`src/sv/u2d_pkg.sv`:
```
// ----------------------------------------------------------------------------
// u2d_pkg: shared types and constants for the decimal text converter
// Holds the result status codes, the state machine types and the command
// record that travels from the conversion front end to the digit emitter.
// ----------------------------------------------------------------------------
package u2d_pkg;

    localparam int MAX_DIGITS = 20;
    localparam int Q_DEPTH    = 2;
    localparam int Q_PTR_W    = 1;
    localparam int Q_CNT_W    = 2;

    localparam logic [5:0] ASCII_ZERO = 6'd48;

    typedef enum logic [1:0] {
        ST_OK        = 2'd0,
        ST_CAP_ZERO  = 2'd1,
        ST_CAP_SMALL = 2'd2
    } t_status;

    typedef enum logic [1:0] {
        FR_IDLE,
        FR_CONV,
        FR_PUSH
    } t_front_state;

    typedef enum logic {
        BK_IDLE,
        BK_EMIT
    } t_back_state;

    typedef struct packed {
        logic [MAX_DIGITS-1:0][3:0] bcd;
        logic [4:0]                 count;
        t_status                    status;
    } t_cmd;

endpackage

```
`src/sv/u2d_queue.sv`:
```
// ----------------------------------------------------------------------------
// u2d_queue: two-entry command queue
// Decouples the conversion front end from the digit emitter.
// ----------------------------------------------------------------------------
module u2d_queue (
    input  logic          i_clk,
    input  logic          i_rst_n,
    input  logic          i_push,
    input  u2d_pkg::t_cmd i_data,
    output logic          o_full,
    input  logic          i_pop,
    output u2d_pkg::t_cmd o_data,
    output logic          o_empty
);

    u2d_pkg::t_cmd                  r_mem [u2d_pkg::Q_DEPTH];
    logic [u2d_pkg::Q_PTR_W-1:0]    r_wr_ptr;
    logic [u2d_pkg::Q_PTR_W-1:0]    r_rd_ptr;
    logic [u2d_pkg::Q_CNT_W-1:0]    r_count;
    logic                           w_do_push;
    logic                           w_do_pop;

    assign o_full    = (r_count == u2d_pkg::Q_CNT_W'(u2d_pkg::Q_DEPTH));
    assign o_empty   = (r_count == '0);
    assign w_do_push = i_push && !o_full;
    assign w_do_pop  = i_pop && !o_empty;
    assign o_data    = r_mem[r_rd_ptr];

    always_ff @(posedge i_clk) begin
        if (w_do_push) begin
            r_mem[r_wr_ptr] <= i_data;
        end
    end

    always_ff @(posedge i_clk) begin
        if (!i_rst_n) begin
            r_wr_ptr <= '0;
            r_rd_ptr <= '0;
            r_count  <= '0;
        end else begin
            if (w_do_push) begin
                r_wr_ptr <= r_wr_ptr + 1'b1;
            end
            if (w_do_pop) begin
                r_rd_ptr <= r_rd_ptr + 1'b1;
            end
            if (w_do_push && !w_do_pop) begin
                r_count <= r_count + 1'b1;
            end else if (w_do_pop && !w_do_push) begin
                r_count <= r_count - 1'b1;
            end
        end
    end

endmodule

```
`src/sv/u2d_front.sv`:
```
// ----------------------------------------------------------------------------
// u2d_front: request intake and binary to BCD conversion
// Converts the value four bits a cycle with shift-and-add-3, then counts
// the digits, checks them against the capacity and queues a command.
// ----------------------------------------------------------------------------
module u2d_front #(
    parameter int VALUE_BITS = 64
) (
    input  logic          i_clk,
    input  logic          i_rst_n,
    input  logic          i_push,
    input  logic [63:0]   i_value,
    input  logic [7:0]    i_buffer_capacity,
    output logic          o_full,
    output logic          o_q_push,
    output u2d_pkg::t_cmd o_q_data,
    input  logic          i_q_full
);

    localparam int NDIG    = (VALUE_BITS * 1233) / 4096 + 1;
    localparam int BCD_W   = NDIG * 4;
    localparam int STEPS   = (VALUE_BITS + 3) / 4;
    localparam int SHIFT_W = STEPS * 4;
    localparam int STEP_W  = $clog2(STEPS);

    u2d_pkg::t_front_state r_state;
    u2d_pkg::t_front_state n_state;

    logic [SHIFT_W-1:0] r_shift;
    logic [BCD_W-1:0]   r_bcd;
    logic [BCD_W-1:0]   n_bcd;
    logic [STEP_W-1:0]  r_step;
    logic [7:0]         r_cap;
    logic               w_accept;
    logic               w_last_step;
    logic [4:0]         w_count;

    assign w_accept    = i_push && !o_full;
    assign w_last_step = (r_step == STEP_W'(STEPS - 1));

    // next state
    always_comb begin
        n_state = r_state;
        unique case (r_state)
            u2d_pkg::FR_IDLE: if (i_push) n_state = u2d_pkg::FR_CONV;
            u2d_pkg::FR_CONV: if (w_last_step) n_state = u2d_pkg::FR_PUSH;
            u2d_pkg::FR_PUSH: if (!i_q_full) n_state = u2d_pkg::FR_IDLE;
            default:          n_state = u2d_pkg::FR_IDLE;
        endcase
    end

    // outputs
    always_comb begin
        o_full   = 1'b1;
        o_q_push = 1'b0;
        unique case (r_state)
            u2d_pkg::FR_IDLE: o_full   = 1'b0;
            u2d_pkg::FR_CONV: o_full   = 1'b1;
            u2d_pkg::FR_PUSH: o_q_push = 1'b1;
            default:          o_full   = 1'b1;
        endcase
    end

    // four shift-and-add-3 steps, most significant bits first
    always_comb begin
        n_bcd = r_bcd;
        for (int b = 0; b < 4; b++) begin
            for (int d = 0; d < NDIG; d++) begin
                if (n_bcd[d*4 +: 4] >= 4'd5) begin
                    n_bcd[d*4 +: 4] = n_bcd[d*4 +: 4] + 4'd3;
                end
            end
            n_bcd = {n_bcd[BCD_W-2:0], r_shift[SHIFT_W-1-b]};
        end
    end

    // digit count: position of the highest nonzero digit, at least one
    always_comb begin
        w_count = 5'd1;
        for (int d = 0; d < NDIG; d++) begin
            if (r_bcd[d*4 +: 4] != 4'd0) begin
                w_count = 5'(d + 1);
            end
        end
    end

    always_comb begin
        o_q_data        = '0;
        o_q_data.bcd    = (u2d_pkg::MAX_DIGITS * 4)'(r_bcd);
        o_q_data.count  = w_count;
        if (r_cap == 8'd0) begin
            o_q_data.status = u2d_pkg::ST_CAP_ZERO;
        end else if ((8'(w_count) + 8'd1) > r_cap) begin
            o_q_data.status = u2d_pkg::ST_CAP_SMALL;
        end else begin
            o_q_data.status = u2d_pkg::ST_OK;
        end
    end

    always_ff @(posedge i_clk) begin
        if (!i_rst_n) begin
            r_state <= u2d_pkg::FR_IDLE;
            r_step  <= '0;
        end else begin
            r_state <= n_state;
            if (w_accept) begin
                r_step <= '0;
            end else if (r_state == u2d_pkg::FR_CONV) begin
                r_step <= r_step + 1'b1;
            end
        end
    end

    always_ff @(posedge i_clk) begin
        if (w_accept) begin
            r_shift <= SHIFT_W'(i_value[VALUE_BITS-1:0]);
            r_bcd   <= '0;
            r_cap   <= i_buffer_capacity;
        end else if (r_state == u2d_pkg::FR_CONV) begin
            r_shift <= r_shift << 4;
            r_bcd   <= n_bcd;
        end
    end

endmodule

```
`src/sv/u2d_back.sv`:
```
// ----------------------------------------------------------------------------
// u2d_back: digit emitter
// Takes queued commands and sends one ASCII digit per cycle as popped, most
// significant first, or a single failure result, through an output register.
// ----------------------------------------------------------------------------
module u2d_back (
    input  logic          i_clk,
    input  logic          i_rst_n,
    input  u2d_pkg::t_cmd i_q_data,
    input  logic          i_q_empty,
    output logic          o_q_pop,
    output logic          o_empty,
    input  logic          i_pop,
    output logic [5:0]    o_digit_char,
    output logic [4:0]    o_digit_count,
    output logic [1:0]    o_status,
    output logic          o_last
);

    u2d_pkg::t_back_state r_state;
    u2d_pkg::t_back_state n_state;

    u2d_pkg::t_cmd r_cmd;
    logic [4:0]    r_rem;
    logic [4:0]    w_idx;
    logic          r_out_valid;
    logic          w_slot_free;
    logic          w_emit;
    logic          w_ok;
    logic [5:0]    r_char;
    logic [4:0]    r_count;
    logic [1:0]    r_status;
    logic          r_last;

    assign w_slot_free = !r_out_valid || i_pop;
    assign w_ok        = (r_cmd.status == u2d_pkg::ST_OK);
    assign w_idx       = r_rem - 5'd1;

    // next state
    always_comb begin
        n_state = r_state;
        unique case (r_state)
            u2d_pkg::BK_IDLE: if (!i_q_empty) n_state = u2d_pkg::BK_EMIT;
            u2d_pkg::BK_EMIT: if (w_slot_free && r_rem == 5'd1) n_state = u2d_pkg::BK_IDLE;
            default:          n_state = u2d_pkg::BK_IDLE;
        endcase
    end

    // outputs
    always_comb begin
        o_q_pop = 1'b0;
        w_emit  = 1'b0;
        unique case (r_state)
            u2d_pkg::BK_IDLE: o_q_pop = !i_q_empty;
            u2d_pkg::BK_EMIT: w_emit  = w_slot_free;
            default:          o_q_pop = 1'b0;
        endcase
    end

    always_ff @(posedge i_clk) begin
        if (!i_rst_n) begin
            r_state     <= u2d_pkg::BK_IDLE;
            r_out_valid <= 1'b0;
        end else begin
            r_state <= n_state;
            if (w_emit) begin
                r_out_valid <= 1'b1;
            end else if (i_pop) begin
                r_out_valid <= 1'b0;
            end
        end
    end

    always_ff @(posedge i_clk) begin
        if (o_q_pop) begin
            r_cmd <= i_q_data;
            r_rem <= (i_q_data.status == u2d_pkg::ST_OK) ? i_q_data.count : 5'd1;
        end else if (w_emit) begin
            r_rem <= r_rem - 5'd1;
        end
    end

    // failures carry no digit and no count
    always_ff @(posedge i_clk) begin
        if (w_emit) begin
            r_char   <= w_ok ? (u2d_pkg::ASCII_ZERO + {2'b00, r_cmd.bcd[w_idx]}) : 6'd0;
            r_count  <= w_ok ? r_cmd.count : 5'd0;
            r_status <= r_cmd.status;
            r_last   <= (r_rem == 5'd1);
        end
    end

    assign o_empty       = !r_out_valid;
    assign o_digit_char  = r_char;
    assign o_digit_count = r_count;
    assign o_status      = r_status;
    assign o_last        = r_last;

endmodule

```
`src/sv/u64_to_decimal_text_core.sv`:
```
// ----------------------------------------------------------------------------
// u64_to_decimal_text_core: unsigned integer to decimal ASCII text
// Front end converts, a two-entry queue buffers, back end emits digits.
// ----------------------------------------------------------------------------
// Converts the low VALUE_BITS bits of value into decimal ASCII digits, most
// significant first, one result per digit with the digit count and last set
// on the final one; capacity must cover the digits plus a terminator, else a
// single failure result (status 1 for zero capacity, 2 for too small) comes
// out instead. The front end runs the four-bits-a-cycle shift-and-add-3
// converter and takes no new request until it has queued the last one;
// the back end sends one digit per cycle through the output register
// while the receiver pops. The two run concurrently behind a two-entry
// queue, so a new request can convert while earlier digits still go out.
module u64_to_decimal_text_core #(
    parameter int VALUE_BITS = 64
) (
    input  logic        i_clk,
    input  logic        i_rst_n,
    input  logic        push,
    output logic        full,
    input  logic [63:0] i_value,
    input  logic [7:0]  i_buffer_capacity,
    output logic        empty,
    input  logic        pop,
    output logic [5:0]  o_digit_char,
    output logic [4:0]  o_digit_count,
    output logic [1:0]  o_status,
    output logic        o_last
);

    logic          w_q_push;
    logic          w_q_full;
    logic          w_q_pop;
    logic          w_q_empty;
    u2d_pkg::t_cmd w_q_wdata;
    u2d_pkg::t_cmd w_q_rdata;

    u2d_front #(
        .VALUE_BITS (VALUE_BITS)
    ) u_front (
        .i_clk             (i_clk),
        .i_rst_n           (i_rst_n),
        .i_push            (push),
        .i_value           (i_value),
        .i_buffer_capacity (i_buffer_capacity),
        .o_full            (full),
        .o_q_push          (w_q_push),
        .o_q_data          (w_q_wdata),
        .i_q_full          (w_q_full)
    );

    u2d_queue u_queue (
        .i_clk   (i_clk),
        .i_rst_n (i_rst_n),
        .i_push  (w_q_push),
        .i_data  (w_q_wdata),
        .o_full  (w_q_full),
        .i_pop   (w_q_pop),
        .o_data  (w_q_rdata),
        .o_empty (w_q_empty)
    );

    u2d_back u_back (
        .i_clk         (i_clk),
        .i_rst_n       (i_rst_n),
        .i_q_data      (w_q_rdata),
        .i_q_empty     (w_q_empty),
        .o_q_pop       (w_q_pop),
        .o_empty       (empty),
        .i_pop         (pop),
        .o_digit_char  (o_digit_char),
        .o_digit_count (o_digit_count),
        .o_status      (o_status),
        .o_last        (o_last)
    );

`ifndef SYNTHESIS
    a_fail_single: assert property (@(posedge i_clk) disable iff (!i_rst_n)
        (!empty && o_status != u2d_pkg::ST_OK) |->
            (o_last && o_digit_count == 5'd0 && o_digit_char == 6'd0))
        else $error("failure result must be a lone result without digit");

    a_ok_digit: assert property (@(posedge i_clk) disable iff (!i_rst_n)
        (!empty && o_status == u2d_pkg::ST_OK) |->
            (o_digit_char >= u2d_pkg::ASCII_ZERO
             && o_digit_char <= (u2d_pkg::ASCII_ZERO + 6'd9)
             && o_digit_count != 5'd0))
        else $error("ok result must carry a decimal digit and a count");

    a_busy_after_accept: assert property (@(posedge i_clk) disable iff (!i_rst_n)
        (push && !full) |=> full)
        else $error("front end must be busy after taking a request");
`endif

endmodule

```
`config.mk`:
```
export PLATFORM = sky130hd
export DESIGN_NAME = u64_to_decimal_text_core
export DESIGN_NICKNAME = d
export VERILOG_FILES = /design/src/sv/u2d_pkg.sv /design/src/sv/u2d_queue.sv /design/src/sv/u2d_front.sv /design/src/sv/u2d_back.sv /design/src/sv/u64_to_decimal_text_core.sv
export SDC_FILE = /design/constraint.sdc
export NUM_CORES = 1
export LEC_CHECK = 0
export BUFFER_PORTS_ARGS = -buffer_cell sky130_fd_sc_hd__buf_2
export CORE_ASPECT_RATIO = 1.2
export CORE_UTILIZATION = 39
export CTS_CLUSTER_SIZE = 20
export DETAILED_ROUTE_END_ITERATION = 10
export SYNTH_ARGS = -nofsm -noshare
export SYNTH_HDL_FRONTEND = slang
export SYNTH_SLANG_ARGS = --single-unit
```
`constraint.sdc`:
```
create_clock -name i_clk -period 15.9 [get_ports i_clk]
set_clock_uncertainty 0.1 [all_clocks]
set_input_delay 0.795 -clock i_clk [delete_from_list [all_inputs] [get_ports i_clk]]
set_output_delay 0.795 -clock i_clk [all_outputs]
set_load 0.005 [all_outputs]
```
; ---- Word-level counts from Yosys, hierarchy flattened
; Memories as Yosys holds them, arrays and structs flattened. A register that Yosys moved wholly into a read port is not among the register bits.
; Index checks and enable logic that the tools add are counted.
[totals]
ff_bits = 270
latchBits = 0
mem_bits_rw = 174
rom_bits = 0
wordCells = 387
n_memories = 1
[classes]
add_sub_neg = 88
multipliers = 0
div = 0
magnitude_cmp = 82
n_eq_ne = 8
n_shift = 0
n_mux = 127
n_bitwise = 2
reduce_logical = 42
[mem_list]
columns = memory, depth, width, read_ports, rd_clocked_by_memory_dff, write_ports, line_no
row1 = u_queue.r_mem, 2, 87, 1, 1, 1, u2d_queue.sv:16  ; u2d_pkg::t_cmd r_mem [u2d_pkg::Q_DEPTH];
[op_table]
columns = operator, count
row1 = 2-to-1 mux 4 bit, 85
row2 = >= comparator 4 x 3 -> 1 bit (second input constant), 80
row3 = adder 4 x 2 -> 4 bit (second input constant), 76
row4 = 2-to-1 mux 64 bit, 2
row5 = nonzero test 4 bit, 19
row6 = 2-to-1 mux 5 bit, 8
row7 = 2-to-1 mux 3 bit, 8
row8 = binary-select mux 4 bit (select 5 bit), 1
row9 = 2-to-1 mux 2 bit, 9
row10 = adder 3 x 2 -> 3 bit (second input constant), 4
row11 = 2-to-1 mux 1 bit, 12
row12 = greater-than comparator 8 bit, 1
row13 = logical NOT 2 bit, 4
row14 = logical NOT 8 bit, 1
row15 = nonzero test 2 bit, 4
row16 = adder 5 x 1 -> 6 bit (second input constant), 1
row17 = adder 5 x 5 -> 6 bit (first input constant), 1
row18 = logical AND 1 bit, 6
row19 = < comparator 5 x 6 -> 1 bit (second input constant), 1
row20 = one-hot mux 2 bit (3 select lines), 1
row21 = == test 5 x 1 -> 1 bit (second input constant), 1
row22 = logical NOT 1 bit, 5
row23 = subtractor 5 x 1 -> 5 bit (second input constant), 1
row24 = adder 4 x 1 -> 4 bit (second input constant), 1
row25 = 13 further kinds, 17

; ---- Logic depth before layout (Yosys ltp)
; Gate-level depths: netlist (run 1).
[depth]
depth_word = 24
mapped_depth = 24
mapped_depth_nobuf = 24

; ---- Modules after synthesis
; From an unflattened synthesis (run 1), not the netlist that was laid out.
[hier_totals]
cells_unflattened = 2641
area_unflattened_um2 = 27356.2
[modules_own_cells]
columns = mod, n_inst, cells_per_inst, area_per_inst_um2, seq_area_each_um2
row1 = u2d_front, 1, 2152, 16577.1, 3883.7
row2 = u2d_queue, 1, 296, 6632.6, 5325.1
row3 = u2d_back, 1, 193, 4146.5, 3193.1

; ---- Worst setup path before layout (run 1)
; No wires, ideal clock.
[synth_path]
path_type = register to register
start = register u_front.r_state[0]
end = memory u_queue.r_mem[0][0] (netlist bit), enable pin
setup_ps = 544
t_arrival_ps = 4576
slack_ps = 10680
path_stages_with_launch = 4
n_path_buf = 0
period_less_slack_ps = 5220
cell_sequence = dfxtp_1 > nand2b_1 > a21oi_1 > nor2b_1
[synth_between]
elab_chain_len = 5
[synth_rtl]
columns = element, line_no
row1 = "start, declared", u2d_front.sv:26  ; u2d_pkg::t_front_state r_state;
row2 = "start signal, assigned", u2d_front.sv:102  ; r_state <= u2d_pkg::FR_IDLE;
row3 = "start signal, assigned", u2d_front.sv:105  ; r_state <= n_state;
row4 = == test 2 bit, u2d_front.sv:56  ; unique case (r_state)
row5 = 2-to-1 mux 1 bit, u2d_front.sv:56
row6 = logical AND 1 bit, u2d_queue.sv:25  ; assign w_do_push = i_push && !o_full;
row7 = net u_queue.w_do_push, u2d_queue.sv:20  ; logic w_do_push;
row8 = 2-to-1 mux 1 bit, u2d_queue.sv:30  ; if (w_do_push) begin
row9 = 2-to-1 mux 1 bit (implied by the code), u2d_queue.sv:31  ; r_mem[r_wr_ptr] <= i_data;
row10 = "end, declared", u2d_queue.sv:16
; The timed path passes the listed nets, and every way through them passes these cells.

; ---- Worst setup path in the final report (run 1)
[layout_path]
start = register u_front.r_bcd[64]
end = register u_front.r_bcd[69]
[layout_between]
elab_chain_len = 8
word_cells_on_any_way = 18
[layout_rtl]
columns = element, line_no
row1 = "start, declared", u2d_front.sv:30  ; logic [BCD_W-1:0] r_bcd;
row2 = "start signal, assigned", u2d_front.sv:121  ; r_bcd <= n_bcd;
row3 = adder 4 x 2 -> 4 bit or >= comparator 4 x 3 -> 1 bit (tied branches), "u2d_front.sv:70, u2d_front.sv:69"
row4 = 2-to-1 mux 4 bit (*), u2d_front.sv:69  ; if (n_bcd[d*4 +: 4] >= 4'd5) begin
row5 = adder 4 x 2 -> 4 bit or >= comparator 4 x 3 -> 1 bit (tied branches), "u2d_front.sv:70, u2d_front.sv:69"
row6 = 2-to-1 mux 4 bit, u2d_front.sv:69
row7 = adder 4 x 2 -> 4 bit or >= comparator 4 x 3 -> 1 bit (tied branches), "u2d_front.sv:70, u2d_front.sv:69"
row8 = 2-to-1 mux 4 bit, u2d_front.sv:69
row9 = adder 4 x 2 -> 4 bit or >= comparator 4 x 3 -> 1 bit (tied branches), "u2d_front.sv:70, u2d_front.sv:69"
row10 = 2-to-1 mux 4 bit (*), u2d_front.sv:69
; Mark *: on every way between the ends. The rest lies on a longest branch, timed or not.
; A chain may end at the register's enable or synchronous reset.

==> impl_metrics.ini, run 1 <==
[status]
outcome = complete, no violations

[synth]
synth_seq_cells = 444
synthCells = 2585
ys_seq_area_share_pct = 44.9
yosysTopAreaCell = edfxtp_1
synth_edf_count = 351
synth.area.top_cells = edfxtp_1 (38%), ha_1 (7.9%), dfxtp_1 (6.7%), nand2_1 (4.6%), mux2_2 (4.3%)
syn_nets = 2835
synth_area_sq_um = 27600
synth.distinct_cells = 110
async_flop_share_pct = 0
synth_ff_type = edfxtp_1
yosysWarnings = 0
synth_top_cell_area_share_pct = 38.2
synth.avg_cell_area_sq_um = 10.7

[sta]
worstMarginPinSlew_ns = 1.13
timing.fmax_mhz = 183
setup_violations = 0
final.min_clock_period_ns = 5.47
rsz0062_at_grt = false
slew_headroom_pct = 25.0
slew_violations = 0
tns_ns = 0
final-hold-violation-count = 0
whs_ns = 0.291
fin_crit_sh_pct = 34.4

[clock_network]
path_clk_slew_ns = 0.07
cts_tree = built
post_cts_resized = 0
clock_latency_ns = 0.58
ctsHoldBuffers = 0
cts_buffer_depth = 3
clockRootBuffer = clkbuf_16
post_cts_buffers = 0
cts_sinks = 444
numCtsBuffers = 48
htree_levels = 2

[floorplan]
start_util_pct = 39.5
core_area_sq_um = 69900
fp.dieH_microns = 293
pin_count = 92
rows = 106
die_w_microns = 245
die_area_sq_um = 71900

[global_routing]
grt_max_degree = 72
grt_pass1_wl_mm = 102
grt_pass1_vias = 19563
grt-ovfl-total = 0
gr-usage-all-layers_pct = 17.5
antenna_found_initial = 1

[hold_path]
min_from = i_buffer_capacity[6]
worstHoldPathCells = 1
hp-class = input port to flip-flop
holdPathEnd = u_front.r_cap[6]$_DFFE_PP_

[critical_path]
start_kind = flip-flop
reg2reg_to = u_front.r_bcd[69]$_SDFFE_PP0P_
critPathArrivalTime_ns = 5.82
required_ns = 16.26
rr_worst_depth = 21
cp_top_family = simple AND/OR/NAND/NOR gates
crit_slowest_cell = dfxtp_1
crit_fanout = 8
cp_num_buf_inv = 1
r2r_setup_slack_ns = 10.43
crit_chain = inv_1 > ha_1 > and2b_4 > or3_1 > and2_1 > ha_1 > nor2b_1 > o311ai_1 > a22oi_1 > xnor2_2 > ha_1 > or2b_1 > nor3b_1 > mux2_2 > nand2b_1 > xnor2_1 > ha_1 > nand2b_1 > a31oi_1 > xnor2_1 > o21ai_1
critPathKind = flip-flop to flip-flop
r2r-start = u_front.r_bcd[64]$_SDFFE_PP0P_
endpoint_kind = flip-flop
slowest_delay_ns = 0.52
crit_top_cell = ha_1

[layout]
layout.nets = 2901
final_cell_mix = edfxtp_1 (351), nand2_1 (336), ha_1 (174), inv_1 (162), mux2_2 (105)
area_growth_pct = 10.5
stdcell_count = 3608
final_common_cell = edfxtp_1
layout-drive-gt1-share_pct = 16.3

[placement]
place.gp.congestion = 0.840
dp.cells = 3519
dp_hpwl_mm = 45.1
portBuffers = 91

[routing]
viasPerCell = 5.42
wl_mm = 63.0
drt-initial-drc-count = 900
vias = 19573
drc = 0
wl_per_cell_microns = 17.5
drt_pass1_iterations = 5
ant_nets = 0

[run]
maxCapViolCount = 0
==> state kept, by name, indices dropped and copies added, names as in the netlist, 4 cells and up, named ones only <==
signal                flops
u_back.o_digit_count      5
u_front.r_shift          64
u_queue.r_mem           174
u_back.r_rem              5
u_back.r_cmd             87
u_front.r_step            4
u_front.r_bcd            80
u_back.o_digit_char       5
u_front.r_cap             8
==> kinds of logic (layout without fill, tap and decap cells) <==
group                      after synthesis  in the layout  synth area share [%]
and+or+nand+nor                        872            872                  16.0
buffers and inverters                  269            373                  4.02
AOI/OAI and AO/OA                      540            540                  15.3
other                                    1              2                0.0136
adders and majority gates              174            174                  7.88
muxes                                  215            215                  9.57
DFF                                    444            444                  44.9
xor gates and xnor gates                70             70                  2.30
==> through the flow <==
| stage | worst slack, ns | utilization, % | instance area, sq um |
|---|---|---|---|
| 2_1_floorplan | 10.68 | - | 27600 |
| 3_3_place_gp | 10.73 | 41.4 | 28900 |
| 3_5_place_dp | 10.57 | 41.4 | 28900 |
| 4_1_cts | 10.49 | 43.6 | 30500 |
| 5_1_grt | 10.04 | 43.6 | 30500 |
| 6_report | 10.43 | 43.6 | 30500 |
==> layout make-up <==
| class | instances | area [sq um] |
|---|---|---|
| Tap cell | 918 | 1150 |
| Timing Repair Buffer | 103 | 546 |
| Clock buffer | 67 | 1370 |
| Antenna cell | 1 | 2.50 |
| Fill cell | 6481 | 39400 |
| Multi-Input combinational cell | 1872 | 14100 |
| Sequential cell | 444 | 12400 |
| Inverter | 182 | 686 |
| Clock inverter | 21 | 211 |
==> routing by layer <==
metal / wire length, microns / part of all wire, % / track usage [%] / up-vias
met1: 27000 / 43 / 21.3 / 9563
met4: 1350 / 2.1 / 4.79 / 0
met5: 0 / 0 / 0 / -
met2: 32600 / 52 / 32.2 / 300
li1: - / - / - / 9617
met3: 2020 / 3.2 / 1.95 / 93
==> cell usage after synthesis, types with 9 or more instances <==
cell type,number
o21ai_0,82
dfxtp_1,93
nand2_1,337
nand4b_1,9
o221ai_1,27
a211oi_2,14
ha_1,174
a31oi_1,20
xor2_1,21
edfxtp_1,351
a2bb2oi_1,13
o21bai_1,14
mux2_2,105
inv_2,18
nand3_1,54
o31ai_1,12
nor2b_1,34
a21o_1,34
buf_2,28
and2b_1,14
a31oi_2,12
clkbuf_1,44
o21a_1,16
nor2_1,104
nand4_1,9
or3_1,23
a21oi_1,52
and3_1,30
xnor2_1,46
mux4_2,24
nor3_1,38
o211ai_1,37
mux2i_1,76
nand2b_1,72
a211o_1,21
and2_1,74
inv_1,164
o31ai_2,11
a221o_1,11
a211oi_1,21
o21ai_1,30
nor3b_1,27
==> how the worst max path moves through the flow <==
stage          depth (start not counted)                            start                        endpoint
2_1_floorplan                          3  u_front.r_state[0]$_SDFFE_PN0P_   u_queue.r_mem[0][0]$_DFFE_PP_
3_3_place_gp                          21   u_front.r_bcd[64]$_SDFFE_PP0P_  u_front.r_bcd[69]$_SDFFE_PP0P_
3_5_place_dp                          21   u_front.r_bcd[64]$_SDFFE_PP0P_  u_front.r_bcd[69]$_SDFFE_PP0P_
4_1_cts                               21   u_front.r_bcd[64]$_SDFFE_PP0P_  u_front.r_bcd[69]$_SDFFE_PP0P_
5_1_grt                               23   u_front.r_bcd[56]$_SDFFE_PP0P_  u_front.r_bcd[58]$_SDFFE_PP0P_
6_report                              21   u_front.r_bcd[64]$_SDFFE_PP0P_  u_front.r_bcd[69]$_SDFFE_PP0P_
Power of run 1 is left out: the tool's default activity adds up to more than one toggle a clock period on the data nets, which glitch-free logic cannot reach.
==> inputs of run 2 (changes only) <==
--- a/config.mk
+++ b/config.mk
@@ -5,6 +5,7 @@
 export SDC_FILE = /design/constraint.sdc
 export NUM_CORES = 1
 export LEC_CHECK = 0
+export ABC_AREA = 1
 export BUFFER_PORTS_ARGS = -buffer_cell sky130_fd_sc_hd__buf_2
 export CORE_ASPECT_RATIO = 1.2
 export CORE_UTILIZATION = 39
==> constraint.sdc (replaced) <==
create_clock -name i_clk -period 5.1 [get_ports i_clk]
set_clock_uncertainty 0.1 [all_clocks]
set_input_delay 0.255 -clock i_clk [delete_from_list [all_inputs] [get_ports i_clk]]
set_output_delay 0.255 -clock i_clk [all_outputs]
set_load 0.005 [all_outputs]
==> impl_metrics.ini, run 2 <==
[layout]
finish.utilization_pct = 45.0
antenna_cells = 0
layout.nets = 3300
fill_cells = 6290
final_cell_mix = nand2_1 (740), edfxtp_1 (351), inv_1 (349), nor2_1 (178), ha_1 (174)
largest_reg_flops = 174
reg_top3 = u_queue.r_mem (174), u_back.r_cmd (87), u_front.r_bcd (80)
area_growth_pct = 14.4
regMostFlops = u_queue.r_mem
final_common_cell = nand2_1
layout-drive-gt1-share_pct = 16.8

[sta]
fin_crit_sh_pct = 81.1
final.min_clock_period_ns = 4.13
slew_headroom_pct = 32.1
whs_ns = 0.153
rsz0062_at_grt = false
worstMarginPinSlew_ns = 1.02
timing.fmax_mhz = 242
tns_ns = 0
slew_violations = 0
setup_violations = 0
final-hold-violation-count = 0

[critical_path]
endpoint_kind = flip-flop
crit_top_cell = nand2_1
crit_fanout = 6
critPathArrivalTime_ns = 4.40
required_ns = 5.37
critPathKind = flip-flop to flip-flop
slowest_delay_ns = 0.44
crit_slowest_cell = dfxtp_1
start_kind = flip-flop

[synth]
synth_edf_count = 351
synth.area.top_cells = edfxtp_1 (41%), nand2_1 (11%), ha_1 (8.4%), dfxtp_1 (7.2%), inv_1 (5.1%)
yosysTopAreaCell = edfxtp_1
yosysWarnings = 0
synth.avg_cell_area_sq_um = 9.02
synth_common_cells = nand2_1 (741), edfxtp_1 (351), inv_1 (350)
ys_seq_area_share_pct = 47.9
async_flop_share_pct = 0
synth_seq_cells = 444
synthCells = 2870
yosysMostFrequentCell = nand2_1
synth_area_sq_um = 25900
synth_top_cell_area_share_pct = 40.7
synth_ff_type = edfxtp_1
syn_nets = 3120
synth.distinct_cells = 54

[global_routing]
grt_pass1_wl_mm = 90.4
grt-ovfl-total = 0
gr-usage-all-layers_pct = 16.6
grt_use_met3_pct = 2.33
grt_pass1_vias = 18362
top_usage_layer = met2
use_met1_pct = 20.4
use_met2_pct = 29.9
antenna_found_initial = 0
grt_max_degree = 71

[routing]
viasPerCell = 4.83
wl_per_cell_microns = 14.2
drt-initial-drc-count = 1035
drc = 0
ant_nets = 0
vias = 18966
wl_mm = 55.7
drt_pass1_iterations = 5

[clock_network]
ctsHoldBuffers = 74
cts_tree = built
cts_sinks = 444
clock_latency_ns = 0.58
post_cts_buffers = 0
cts_buffer_depth = 3
numCtsBuffers = 49
clockRootBuffer = clkbuf_16
path_clk_slew_ns = 0.06
htree_levels = 2
post_cts_resized = 0

[floorplan]
start_util_pct = 39.4
die_area_sq_um = 67400
rows = 103
fp.dieH_microns = 284
pin_count = 92
die_w_microns = 237
core_area_sq_um = 65700

[status]
outcome = complete, no violations

[run]
maxCapViolCount = 0

[placement]
dp_hpwl_mm = 39.0
portBuffers = 91
place.gp.congestion = 0.836

[hold_path]
hp-class = input port to flip-flop
==> run 2: per-layer routing <==
layer | up-vias | wire, microns
met5 | - | 0
li1 | 9875 | -
met4 | 0 | 1140
met1 | 8728 | 24800
met3 | 74 | 2310
met2 | 289 | 27400
==> run 2: path summary, 6_finish.rpt <==
kind	start	endpoint	slack, ns	depth (start not counted)
setup / recovery	u_front.r_bcd[8]$_SDFFE_PP0P_	u_queue.r_mem[1][1]$_DFFE_PP_	0.97	30
hold / removal	push	u_front.r_bcd[76]$_SDFFE_PP0P_	0.15	6
setup reg to reg	u_front.r_bcd[8]$_SDFFE_PP0P_	u_queue.r_mem[1][1]$_DFFE_PP_	0.97	30
hold reg to reg	u_queue.r_rd_ptr$_SDFFE_PN0P_	flip-flop	0.34	1
==> run 2: cell families after synthesis <==
kind of cell               Yosys count  share of synthesized area, %
other                                1                        0.0145
buffers and inverters              466                          6.80
muxes                               94                          4.05
adders and majority gates          174                          8.41
DFF                                444                          47.9
xor gates and xnor gates            57                          2.54
AOI/OAI and AO/OA                  411                          10.1
and+or+nand+nor                   1223                          20.1
==> run 2: layout make-up <==
type                    instances  area (sq um)  area share [%]
clock buffers                  74          1360            4.59
repair buffers                184          1350            4.56
multi-input cells            1960         11800            39.7
flip-flops and latches        444         12400            41.9
inverters                     411          1550            5.22
clock inverters                17           128           0.431
well taps                     840          1050            3.55
==> run 2: metrics by stage <==
step | instance area [sq um] | setup slack (ns) | std cells
2_1_floorplan | 25900 | 0.0107 | 2870
3_3_place_gp | 27400 | 1.06 | 3765
3_5_place_dp | 27400 | 1.01 | 3765
4_1_cts | 29600 | 0.990 | 3930
5_1_grt | 29600 | 0.469 | 3930
6_report | 29600 | 0.965 | 3930
==> run 2: worst max-delay path: cells and delay by family (launching register included) <==
kind | cells | cell delay, ns
AOI/OAI and AO/OA | 4 | 0.73
DFF | 1 | 0.44
adders and majority gates | 3 | 0.74
buffers and inverters | 2 | 0.19
and+or+nand+nor | 20 | 1.59
xor gates and xnor gates | 1 | 0.12
Power of run 2 is left out for the same reason.
==> inputs of run 3 (changes only) <==
==> constraint.sdc (replaced) <==
create_clock -name i_clk -period 3.6 [get_ports i_clk]
set_clock_uncertainty 0.1 [all_clocks]
set_input_delay 0.18 -clock i_clk [delete_from_list [all_inputs] [get_ports i_clk]]
set_output_delay 0.18 -clock i_clk [all_outputs]
set_load 0.005 [all_outputs]
==> impl_metrics.ini, run 3 (synthesized netlist as in run 2, its figures left out) <==
[layout]
final_cell_mix = nand2_1 (623), buf_4 (466), edfxtp_1 (351), inv_1 (245), nor2_1 (167)
fill_cells = 5622
reg_top3 = u_queue.r_mem (174), u_back.r_cmd (87), u_front.r_bcd (80)
area_growth_pct = 40.1
final_common_cell = nand2_1
largest_reg_flops = 174
regMostFlops = u_queue.r_mem
multi_input_area_sq_um = 14400
layout-drive-gt1-share_pct = 41.5
antenna_cells = 0
finish.utilization_pct = 55.2
seq_area_sq_um = 12500
layout.nets = 3768

[floorplan]
die_w_microns = 237
pin_count = 92
core_area_sq_um = 65700
fp.dieH_microns = 284
start_util_pct = 39.4
die_area_sq_um = 67400
rows = 103

[critical_path]
rr_worst_depth = 26
start_kind = flip-flop
cp.depth = 26
required_ns = 3.99
cp_num_buf_inv = 5
crit_slowest_cell = dfxtp_4
crit_fanout = 4
endpoint_kind = flip-flop
critPathKind = flip-flop to flip-flop
slowest_delay_ns = 0.37
critPathArrivalTime_ns = 4.08
cp_top_family = simple AND/OR/NAND/NOR gates

[status]
violations = setup timing
outcome = finished with violations

[global_routing]
grt-ovfl-total = 0
grt_pass1_vias = 20023
antenna_found_initial = 0
gr-usage-all-layers_pct = 18.0
grt_pass1_wl_mm = 98.5
grt_max_degree = 87

[routing]
drt-initial-drc-count = 902
vias = 21231
ant_nets = 0
viasPerCell = 4.83
drc = 0
drt_pass1_iterations = 5
wl_mm = 64.5
wl_per_cell_microns = 14.7

[clock_network]
cts_buffer_depth = 3
path_clk_slew_ns = 0.07
clockRootBuffer = clkbuf_16
clock_latency_ns = 0.60
cts_tree = built
cts_sinks = 444
htree_levels = 2
numCtsBuffers = 50

[sta]
fin_crit_sh_pct = 102
final-hold-violation-count = 0
slew_headroom_pct = 39.0
tns_ns = -0.471
worstMarginPinSlew_ns = 0.914
timing.fmax_mhz = 272
slew_violations = 0
setup_violations = 13
final.min_clock_period_ns = 3.68
rsz0062_at_grt = true
setup_slack_ns = -0.0802
whs_ns = 0.0222

[hold_path]
worstHoldPathCells = 5
hp-class = input port to flip-flop

[placement]
place.gp.congestion = 0.828
dp_hpwl_mm = 41.4
portBuffers = 91

[run]
maxCapViolCount = 0
[run 3: final cells by class]
type,instances,share of cell area (%)
Clock inverter,28,1.07
Clock buffer,66,3.82
Tap cell,840,2.90
Multi-Input combinational cell,1960,39.8
Sequential cell,444,34.4
Inverter,411,4.45
Timing Repair Buffer,651,13.6
[run 3: final timing paths]
kind                                                      from                        endpoint  slack (ns)
worst max-delay path            u_front.r_bcd[48]$_SDFFE_PP0P_  u_front.r_bcd[50]$_SDFFE_PP0P_       -0.08
worst min-delay path                                      push   u_front.r_shift[19]$_DFFE_PP_        0.02
worst max register to register  u_front.r_bcd[48]$_SDFFE_PP0P_  u_front.r_bcd[50]$_SDFFE_PP0P_       -0.08
worst min register to register   u_front.r_shift[60]$_DFFE_PP_   u_front.r_bcd[0]$_SDFFE_PP0P_        0.34
[run 3: metal layers]
metal	wire length (microns)	track usage (%)	up-vias	share of wire (%)
met2	33300	32.8	339	52
met3	2120	2.20	84	3.3
met1	27700	22.4	9988	43
met5	0	0	-	0
met4	1340	4.63	0	2.1
li1	-	-	10820	-
[run 3: what timing repair did]
action | CTS | global route
resized for setup | 109 | 625
buffers inserted | 22 | 123
hold buffers | 76 | 0
pin swaps | 58 | 317
setup endpoints to repair | 59 | 80
endpoints found under the hold margin | 84 | 0
gates cloned | 0 | 0
[run 3: per-stage QoR]
stage / setup WS [ns] / cell area (sq um) / instances
final: -0.0802 / 36300 / 4400
after global routing: -0.319 / 36300 / 4400
after CTS: -0.0200 / 33000 / 4280
after detailed placement: -0.157 / 29900 / 4088
after global placement: -0.109 / 29900 / 4088
after floorplan: 0.000236 / 26000 / 2870
[run 3: worst min-delay path, delay by kind of cell]
kind,cells,cell delay (ns)
and+or+nand+nor,2,0.11
buffers and inverters,3,0.28
Power of run 3 is left out for the same reason.
